==> config.mk <==
export PLATFORM = sky130hd
export DESIGN_NAME = pid_controller_antiwindup_top
export DESIGN_NICKNAME = d
export VERILOG_FILES = /design/src/rtl/pid_aw_pkg.sv /design/src/rtl/pid_controller_antiwindup_top.sv
export SDC_FILE = /design/constraint.sdc
export NUM_CORES = 2
export LEC_CHECK = 0
export BUFFER_PORTS_ARGS = -buffer_cell sky130_fd_sc_hd__buf_4
export CORE_AREA = 2 2 349 351
export CTS_CLUSTER_SIZE = 20
export DETAILED_ROUTE_END_ITERATION = 7
export DIE_AREA = 0 0 351 353
export PLACE_DENSITY = 0.73
export SYNTH_ARGS = -nofsm -noshare
export SYNTH_HDL_FRONTEND = slang
export SYNTH_SLANG_ARGS = --single-unit
==> constraint.sdc <==
create_clock -name aclk -period 66.5 [get_ports aclk]
set_input_delay 3.325 -clock aclk [delete_from_list [all_inputs] [get_ports aclk]]
set_output_delay 3.325 -clock aclk [all_outputs]
set_load 0.02 [all_outputs]
==> src/rtl/pid_aw_pkg.sv <==
// ----------------------------------------------------------------------------
// pid_aw_pkg
// Widths, register indexes and reset values for the anti-windup PID block.
// ----------------------------------------------------------------------------
package pid_aw_pkg;

    localparam int DEF_SAMPLE_WIDTH   = 16;
    localparam int DEF_GAIN_FRAC_BITS = 8;

    localparam int GAIN_W  = 16;
    localparam int ILIM_W  = 20;
    localparam int OLIM_W  = 15;
    localparam int DRIVE_W = OLIM_W + 1;
    localparam int SUM_W   = 22;

    localparam int CFG_ADDR_W = 3;
    localparam int CFG_DATA_W = ILIM_W;

    typedef logic [CFG_ADDR_W-1:0] cfg_addr_t;

    localparam cfg_addr_t REG_KP         = 3'd0;
    localparam cfg_addr_t REG_KI         = 3'd1;
    localparam cfg_addr_t REG_KD         = 3'd2;
    localparam cfg_addr_t REG_INT_LIMIT  = 3'd3;
    localparam cfg_addr_t REG_OUT_LIMIT  = 3'd4;
    localparam cfg_addr_t REG_ANGLE_WRAP = 3'd5;

    localparam logic [ILIM_W-1:0] INT_LIMIT_RST = ILIM_W'(3000);
    localparam logic [OLIM_W-1:0] OUT_LIMIT_RST = OLIM_W'(3000);

    // Angle wrap: half turn and full turn in degrees
    localparam int WRAP_HALF = 180;
    localparam int WRAP_FULL = 360;

endpackage

==> src/rtl/pid_controller_antiwindup_top.sv <==
// ----------------------------------------------------------------------------
// pid_controller_antiwindup_top
// PID control step with clamped integral and conditional integration.
// ----------------------------------------------------------------------------
//  channel   direction  signals
//  s_        in         s_valid / s_ready, s_setpoint, s_measured
//  m_        out        m_valid / m_ready, m_drive
//  cfg_      in         cfg_valid / cfg_ready, cfg_addr, cfg_data
//
//  One item per cycle sustained while m_ready is high; the path is the input
//  register, then the error/integral/product logic into the result register.
//  The integral and last error update in the cycle the item moves into the
//  result register, so consecutive items see each other's state.
//  Synchronous active-low reset; cfg_ready is always high.
//  A stalled m_ready holds the result; one more item waits in the input reg.
// ----------------------------------------------------------------------------
module pid_controller_antiwindup_top
    import pid_aw_pkg::*;
#(
    parameter int SAMPLE_WIDTH   = DEF_SAMPLE_WIDTH,
    parameter int GAIN_FRAC_BITS = DEF_GAIN_FRAC_BITS
) (
    input  logic                           aclk,
    input  logic                           aresetn,

    input  logic                           s_valid,
    output logic                           s_ready,
    input  logic signed [SAMPLE_WIDTH-1:0] s_setpoint,
    input  logic signed [SAMPLE_WIDTH-1:0] s_measured,

    output logic                           m_valid,
    input  logic                           m_ready,
    output logic signed [DRIVE_W-1:0]      m_drive,

    input  logic                           cfg_valid,
    output logic                           cfg_ready,
    input  logic [CFG_ADDR_W-1:0]          cfg_addr,
    input  logic [CFG_DATA_W-1:0]          cfg_data
);

    localparam int E_W    = SAMPLE_WIDTH + 1;
    localparam int XW     = ((E_W > 10) ? E_W : 10) + 1;
    localparam int D_W    = E_W + 1;
    localparam int CAND_W = ((SUM_W > E_W) ? SUM_W : E_W) + 1;
    localparam int ACC_W  = GAIN_W + CAND_W + 2;

    // configuration
    logic signed [GAIN_W-1:0] kp_reg, ki_reg, kd_reg;
    logic [ILIM_W-1:0]        int_limit_reg;
    logic [OLIM_W-1:0]        out_limit_reg;
    logic                     angle_wrap_reg;

    // pipeline and loop state
    logic                           in_valid_reg;
    logic signed [SAMPLE_WIDTH-1:0] sp_reg, ms_reg;
    logic                           out_valid_reg;
    logic signed [DRIVE_W-1:0]      drive_reg, drive_next;
    logic signed [SUM_W-1:0]        error_sum_reg, error_sum_next;
    logic signed [E_W-1:0]          prev_err_reg;

    logic advance;

    logic signed [XW-1:0]     e_raw, e_hi, e_lo;
    logic signed [E_W-1:0]    err;
    logic signed [D_W-1:0]    deriv;
    logic signed [CAND_W-1:0] cand_raw, lim_pos, lim_neg;
    logic signed [SUM_W-1:0]  cand;
    logic signed [ACC_W-1:0]  p_kp, p_ki_cand, p_ki_sum, p_kd;
    logic signed [ACC_W-1:0]  tent, held, drv_acc, olim_pos, olim_neg;
    logic                     err_pos, err_neg, hold_sum;

    assign advance   = in_valid_reg && (!out_valid_reg || m_ready);
    assign s_ready   = !in_valid_reg || advance;
    assign m_valid   = out_valid_reg;
    assign m_drive   = drive_reg;
    assign cfg_ready = 1'b1;

    always_comb begin
        // error with optional single wrap into +/-180
        e_raw = XW'(sp_reg) - XW'(ms_reg);
        e_hi  = (angle_wrap_reg && e_raw > XW'(WRAP_HALF)) ? e_raw - XW'(WRAP_FULL) : e_raw;
        e_lo  = (angle_wrap_reg && e_hi < -XW'(WRAP_HALF)) ? e_hi + XW'(WRAP_FULL) : e_hi;
        err   = e_lo[E_W-1:0];
        err_neg = err[E_W-1];
        err_pos = !err[E_W-1] && (err != '0);

        deriv = D_W'(err) - D_W'(prev_err_reg);

        // candidate integral, clamped
        cand_raw = CAND_W'(error_sum_reg) + CAND_W'(err);
        lim_pos  = CAND_W'(signed'({1'b0, int_limit_reg}));
        lim_neg  = -lim_pos;
        if (cand_raw > lim_pos) begin
            cand = lim_pos[SUM_W-1:0];
        end else if (cand_raw < lim_neg) begin
            cand = lim_neg[SUM_W-1:0];
        end else begin
            cand = cand_raw[SUM_W-1:0];
        end

        p_kp      = ACC_W'(kp_reg) * ACC_W'(err);
        p_ki_cand = ACC_W'(ki_reg) * ACC_W'(cand);
        p_ki_sum  = ACC_W'(ki_reg) * ACC_W'(error_sum_reg);
        p_kd      = ACC_W'(kd_reg) * ACC_W'(deriv);

        tent = (p_kp + p_ki_cand + p_kd) >>> GAIN_FRAC_BITS;
        held = (p_kp + p_ki_sum + p_kd) >>> GAIN_FRAC_BITS;

        olim_pos = ACC_W'(signed'({1'b0, out_limit_reg}));
        olim_neg = -olim_pos;

        // integration stops while the output is pinned in the error's direction
        hold_sum = (tent > olim_pos && err_pos) || (tent < olim_neg && err_neg);
        error_sum_next = hold_sum ? error_sum_reg : cand;
        drv_acc        = hold_sum ? held : tent;

        if (drv_acc > olim_pos) begin
            drive_next = olim_pos[DRIVE_W-1:0];
        end else if (drv_acc < olim_neg) begin
            drive_next = olim_neg[DRIVE_W-1:0];
        end else begin
            drive_next = drv_acc[DRIVE_W-1:0];
        end
    end

    always_ff @(posedge aclk) begin
        if (!aresetn) begin
            in_valid_reg   <= 1'b0;
            out_valid_reg  <= 1'b0;
            error_sum_reg  <= '0;
            prev_err_reg   <= '0;
            kp_reg         <= '0;
            ki_reg         <= '0;
            kd_reg         <= '0;
            int_limit_reg  <= INT_LIMIT_RST;
            out_limit_reg  <= OUT_LIMIT_RST;
            angle_wrap_reg <= 1'b0;
        end else begin
            if (s_ready) begin
                in_valid_reg <= s_valid;
            end

            if (advance) begin
                out_valid_reg <= 1'b1;
                error_sum_reg <= error_sum_next;
                prev_err_reg  <= err;
            end else if (m_ready) begin
                out_valid_reg <= 1'b0;
            end

            if (cfg_valid) begin
                unique case (cfg_addr)
                    REG_KP:         kp_reg         <= cfg_data[GAIN_W-1:0];
                    REG_KI:         ki_reg         <= cfg_data[GAIN_W-1:0];
                    REG_KD:         kd_reg         <= cfg_data[GAIN_W-1:0];
                    REG_INT_LIMIT:  int_limit_reg  <= cfg_data[ILIM_W-1:0];
                    REG_OUT_LIMIT:  out_limit_reg  <= cfg_data[OLIM_W-1:0];
                    REG_ANGLE_WRAP: angle_wrap_reg <= cfg_data[0];
                    default: ;
                endcase
            end
        end
    end

    // payload registers
    always_ff @(posedge aclk) begin
        if (s_valid && s_ready) begin
            sp_reg <= s_setpoint;
            ms_reg <= s_measured;
        end
        if (advance) begin
            drive_reg <= drive_next;
        end
    end

endmodule

======== Word level (Yosys, flattened, before mapping) ========
Cells that the tools add are included.
operators by class
  eq/ne operators ......................... 5
  reduce and logical (&&, ||, !) cells .... 23
  bitwise gates (word level) .............. 1
  add/subtract/negate cells ............... 11
  mux-type cells .......................... 9
  $lt $le $gt $ge ......................... 8
  multipliers ............................. 4
operator list
  kind                    number
  $add 39x34->40          2
  $add 33x38->39          2
  $mul 16x22->38          2
  $mux 22                 2
  $gt 41x16->1            1
  $lt 32x41->1            1
  $lt 41x41->1            1
  $mux 41                 1
  $neg 15->41             1
  $mul 16x18->34          1
  $mul 16x17->33          1
  $gt 32x16->1            1
  $add 22x17->23          1
  $gt 23x21->1            1
  $lt 23x23->1            1
  $neg 20->23             1
  $lt 18x9->1 const B     1
  $mux 18                 1
  $sub 17x10->18 const B  1
  $sub 17x17->18          1
  $add 17x10->17 const B  1
  $gt 17x9->1 const B     1
  $mux 17                 1
  $reduce_bool 17->1      1
  other kinds (14)        33
storage, ports and cells
  output and inout port bits .............. 19
  flip-flop bits (word level) ............. 173

======== Logic depth before layout (Yosys ltp) ========
  depth after elaboration ................. 21
  depth in mapped cells ................... 113
  gate-level depth less buffers ........... 108

======== Worst setup path after synthesis ========
No wires, ideal clock.
  path type ............................... reg-to-reg
  from .................................... register ms_reg[0]
  to ...................................... register drive_reg[1] (netlist: m_drive[1]), data pin
  path slack .............................. 43.356 ns
  arrival ................................. 22.884 ns
  data required time ...................... 66.240 ns
  stages on the path, launching flop included .. 106
  setup time .............................. 0.260 ns
  cells stage by stage .................... edfxtp_1 > ha_1 > fa_1 > nand2b_1 > o2bb2ai_1 > xnor2_1 > inv_2 > ha_1 > or4_4 > and2_4 > a32oi_1 > a22oi_2 > nor4_4 > a31oi_4 > xor2_1 > clkbuf_1 > ha_1 > a21boi_0 > [... 70 more ...] > ha_1 > a21oi_1 > nor2b_1 > o21ai_0 > nand2b_1 > a21oi_1 > nor2b_1 > o21ai_0 > nand2b_1 > a21oi_1 > o31ai_1 > a221o_1 > a21oi_1 > mux2i_1 > clkbuf_1 > clkbuf_1 > a31oi_1 > mux2_2
between the ends
  cells in the longest elaborated chain, start to end .. 21
  elaborated cells between the ends (all ways) .. 35
  classes of those cells .................. add/sub: 9; mul: 3; order compare: 8; mux: 7; reduce/logical: 8
RTL lines
  what                                          line                                  RTL
  start, declared                               pid_controller_antiwindup_top.sv:55   logic signed [SAMPLE_WIDTH-1:0] sp_reg, ms_reg;
  start signal, assigned                        pid_controller_antiwindup_top.sv:169  ms_reg <= s_measured;
  $sub 16x16->17 *                              pid_controller_antiwindup_top.sv:80   e_raw = XW'(sp_reg) - XW'(ms_reg);
  $gt 17x9->1                                   pid_controller_antiwindup_top.sv:81   e_hi = (angle_wrap_reg && e_raw > XW'(WRAP_HALF)) ? e_raw - XW'(WRAP_FULL) : e_raw;
  $logic_and 1x1->1                             pid_controller_antiwindup_top.sv:81
  $mux 18 *                                     pid_controller_antiwindup_top.sv:81
  $lt 18x9->1                                   pid_controller_antiwindup_top.sv:82   e_lo = (angle_wrap_reg && e_hi < -XW'(WRAP_HALF)) ? e_hi + XW'(WRAP_FULL) : e_hi;
  $logic_and 1x1->1                             pid_controller_antiwindup_top.sv:82
  $mux 17 *                                     pid_controller_antiwindup_top.sv:82
  via e_lo[3]                                   pid_controller_antiwindup_top.sv:63   logic signed [XW-1:0] e_raw, e_hi, e_lo;
  [... 7 more ...]                              n/a
  $lt 32x41->1 or $gt 32x16->1 (tied branches)  pid_controller_antiwindup_top.sv:113  hold_sum = (tent > olim_pos && err_pos) || (tent < olim_neg && err_neg);
  $logic_and 1x1->1                             pid_controller_antiwindup_top.sv:113
  $logic_or 1x1->1                              pid_controller_antiwindup_top.sv:113
  $mux 41 *                                     pid_controller_antiwindup_top.sv:115  drv_acc = hold_sum ? held : tent;
  $lt 41x41->1                                  pid_controller_antiwindup_top.sv:119  end else if (drv_acc < olim_neg) begin
  $mux 16                                       pid_controller_antiwindup_top.sv:119
  $mux 15 *                                     pid_controller_antiwindup_top.sv:117  if (drv_acc > olim_pos) begin
  via drive_next[1]                             pid_controller_antiwindup_top.sv:57   logic signed [DRIVE_W-1:0] drive_reg, drive_next;
  end signal, assigned                          pid_controller_antiwindup_top.sv:172  drive_reg <= drive_next;
  end, declared                                 pid_controller_antiwindup_top.sv:57
The timed path passes the listed nets; every way through them passes the cells marked *.
A chain may end at the register's enable or synchronous reset.

======== Worst setup path after layout ========
  from .................................... register ms_reg[0]
  to ...................................... register drive_reg[1] (netlist: m_drive[1]), data pin
between the ends
  cells in the longest elaborated chain, start to end .. 21
  elaborated cells between the ends (all ways) .. 35
  classes of those cells .................. add/sub: 9; mul: 3; order compare: 8; mux: 7; reduce/logical: 8
RTL lines
  what                                          line                                  RTL
  $sub 16x16->17 *                              pid_controller_antiwindup_top.sv:80
  $gt 17x9->1                                   pid_controller_antiwindup_top.sv:81
  $logic_and 1x1->1                             pid_controller_antiwindup_top.sv:81
  $mux 18 *                                     pid_controller_antiwindup_top.sv:81
  $lt 18x9->1                                   pid_controller_antiwindup_top.sv:82
  $logic_and 1x1->1                             pid_controller_antiwindup_top.sv:82
  $mux 17 *                                     pid_controller_antiwindup_top.sv:82
  $add 22x17->23                                pid_controller_antiwindup_top.sv:90   cand_raw = CAND_W'(error_sum_reg) + CAND_W'(err);
  [... 6 more ...]                              n/a
  $lt 32x41->1 or $gt 32x16->1 (tied branches)  pid_controller_antiwindup_top.sv:113
  $logic_and 1x1->1                             pid_controller_antiwindup_top.sv:113
  $logic_or 1x1->1                              pid_controller_antiwindup_top.sv:113
  $mux 41 *                                     pid_controller_antiwindup_top.sv:115
  $lt 41x41->1                                  pid_controller_antiwindup_top.sv:119
  $mux 16                                       pid_controller_antiwindup_top.sv:119
  $mux 15 *                                     pid_controller_antiwindup_top.sv:117
  via drive_next[1]                             pid_controller_antiwindup_top.sv:57
Marks and branches as above.

==> impl_metrics.json <==
{
  "run_status": "finished clean",
  "cts_tree": "done",
  "place.port_buffers": 77,
  "postCtsSetupRepairBufs": 0,
  "dp.cells": 8916,
  "fin_ws_ns": 39.00,
  "critPathRequiredTime_ns": 66.79,
  "total_power_w": 0.00182,
  "cp_top_family": "compound AO/OA/AOI/OAI gates",
  "fin_setup_tns_ns": 0,
  "die_h_um": 353,
  "drive_gt1_frac": 0.0440,
  "synth_common_cells": "inv_1, fa_1, nand2_1",
  "fillers": 10700,
  "clk_latency_ns": 0.53,
  "setup_viol": 0,
  "ant_nets": 0,
  "yosysMostFrequentCell": "inv_1",
  "worstHoldStart": "prev_err_reg[2]$_SDFFE_PN0P_",
  "timing.final.crit_share": 0.414,
  "synth_edf_count": 48,
  "row_count": 128,
  "postSynthCellCount": 7421,
  "drv_slew": 0,
  "layout.nets": 9372,
  "hold_class": "flop to flop",
  "syn2layout_area_growth_pct": 4.31,
  "synthDistinctLibCells": 108,
  "hold_viol": 0,
  "ys_warn_count": 0,
  "antenna_found_initial": 4,
  "max_clock_freq_mhz": 36.4,
  "peakVddDrop_mv": 0.0354,
  "synthFlopType": "dfxtp_1",
  "crit_arrival_ns": 27.80,
  "critPathLaunch": "ms_reg[0]$_DFFE_PP_",
  "grt_first_pass_wirelength_um": 295000,
  "place.gp.congestion": 0.947,
  "routedWlPerCell_um": 20.7,
  "drt_pass1_iterations": 5,
  "min_path_cells": 2,
  "post_synth.cell_area_avg_um2": 8.86,
  "cp_max_fo": 36,
  "reg2reg_from": "ms_reg[0]$_DFFE_PP_",
  "core_um2": 121000,
  "syn_nets": 9483,
  "grt_overflow": 0,
  "worst_slew_pin_slew_ns": 1.25,
  "period_needed_ns": 27.50,
  "cts_made_buffers": 17,
  "drc": 0,
  "netlist_top_cells_area": "fa_1, ha_1, inv_1",
  "crit_type": "flop to flop",
  "p_leak_nw": 33.0,
  "wirelength_um": 185000,
  "cts-root-buf": "clkbuf_16",
  "dp_hpwl_um": 150000,
  "grt_max_degree": 74,
  "synth_seq_cells": 173,
  "largest_reg_flops": 22,
  "synth_area_leader_cell": "fa_1",
  "synth_top_area_share": 0.429,
  "io_pins": 79,
  "rsz0062_at_grt": "false",
  "cts_sinks": 173,
  "ys_seq_area_frac": 0.0600,
  "grtUsageTotal": 0.310,
  "skew_ns": 0.0346,
  "cap_violations": 0,
  "relSlewSlack": 0.167,
  "die_w_um": 351,
  "endpoint_kind": "flop",
  "initial_core_util": 0.545,
  "ctsHoldBuffers": 0,
  "dp_worst_setup_slack_ns": 39.28,
  "die_area_um2": 124000,
  "cts_resized": 0,
  "drt_iter0_markers": 3796,
  "synth-async-reset-ratio": 0,
  "h-tree-depth": 4,
  "powerDensity_nw_per_um2": 26.6,
  "grt_pass1_vias": 53300,
  "path_clk_slew_ns": 0.09,
  "critPathMaxStageDelay_ns": 0.77,
  "viasPerCell": 5.67,
  "critPathLaunchType": "flop",
  "num_vias": 50700,
  "worst-path-buf-inv": 9,
  "reg2regPathDepth": 99,
  "finalNonFillerCells": 8949,
  "worstSetupPathDepth": 99,
  "netlist_area_um2": 65700,
  "clk_path_buf_depth": 2,
  "crit_slowest_cell": "o31ai_1"
}
==> layout make-up <==
class,count,area (um2),area share
Clock inverter,13,121,0.00177
Tap cell,1625,2030,0.0297
Multi-Input combinational cell,5326,54600,0.797
Clock buffer,19,433,0.00631
Sequential cell,173,3950,0.0577
Antenna cell,1,2.50,0.0000365
Timing Repair Buffer,174,1310,0.0191
Inverter,1618,6070,0.0886
==> kinds of logic after synthesis <==
family          after synthesis  share of synthesized area
compound gates              831                     0.0872
xor+xnor                    219                     0.0296
fa+ha+maj                  2002                      0.542
buf+inv                    1922                      0.111
flops                       173                     0.0600
mux                          52                    0.00822
other cells                   1                  0.0000571
simple gates               2221                      0.162
==> layout by cell type (no fill, tap or decap), types with 92 or more instances in the layout <==
master / count
nand2_1: 1073
ha_1: 593
and2_1: 422
nor2_1: 193
a21boi_0: 98
inv_1: 1617
o21ai_0: 112
xnor2_1: 162
a21oi_1: 203
dfxtp_1: 118
nor2b_1: 108
a21o_1: 92
fa_1: 1409
buf_4: 174
==> report_power, final <==
part	internal (W)	switching [W]	leakage (nW)	total [W]
sequential	0.000127	0.0000141	1.48	0.000141
combinational	0.000547	0.00103	31.2	0.00158
clock	0.0000495	0.0000556	0.278	0.000105
==> metal layers <==
layer | share of wire | vias to the layer above | global-route usage
li1 | - | 22500 | -
met4 | 0.072 | 2 | 0.182
met2 | 0.47 | 2075 | 0.500
met3 | 0.076 | 534 | 0.0478
met5 | 0.000060 | - | 0
met1 | 0.38 | 25600 | 0.395
==> path summary, 6_finish.rpt <==
kind | to | slack [ns]
setup reg to reg | m_drive[1]$_DFFE_PP_ | 39.00
hold / removal | prev_err_reg[2]$_SDFFE_PN0P_ | 0.47
hold reg to reg | prev_err_reg[2]$_SDFFE_PN0P_ | 0.47
setup / recovery | m_drive[1]$_DFFE_PP_ | 39.00
==> stage by stage <==
stage	hold WS (ns)	util	area, um2
final	0.468	0.568	68600
after global routing	0.486	0.568	68600
after CTS	0.469	0.568	68600
after detailed placement	0.459	0.564	68000
after global placement	0.451	0.564	68000
after floorplan	0.443	-	65700
==> worst register-to-register path, delay by kind of cell (launching register included) <==
kind                       cells  cell delay [ns]
AOI/OAI and AO/OA             48            11.01
and+or+nand+nor               16             5.03
buffers and inverters          9             0.92
DFF                            1             0.37
adders and majority gates     19             7.98
xor gates and xnor gates       5             1.16
muxes                          2             0.85
Power figures use the tool's default switching activity.
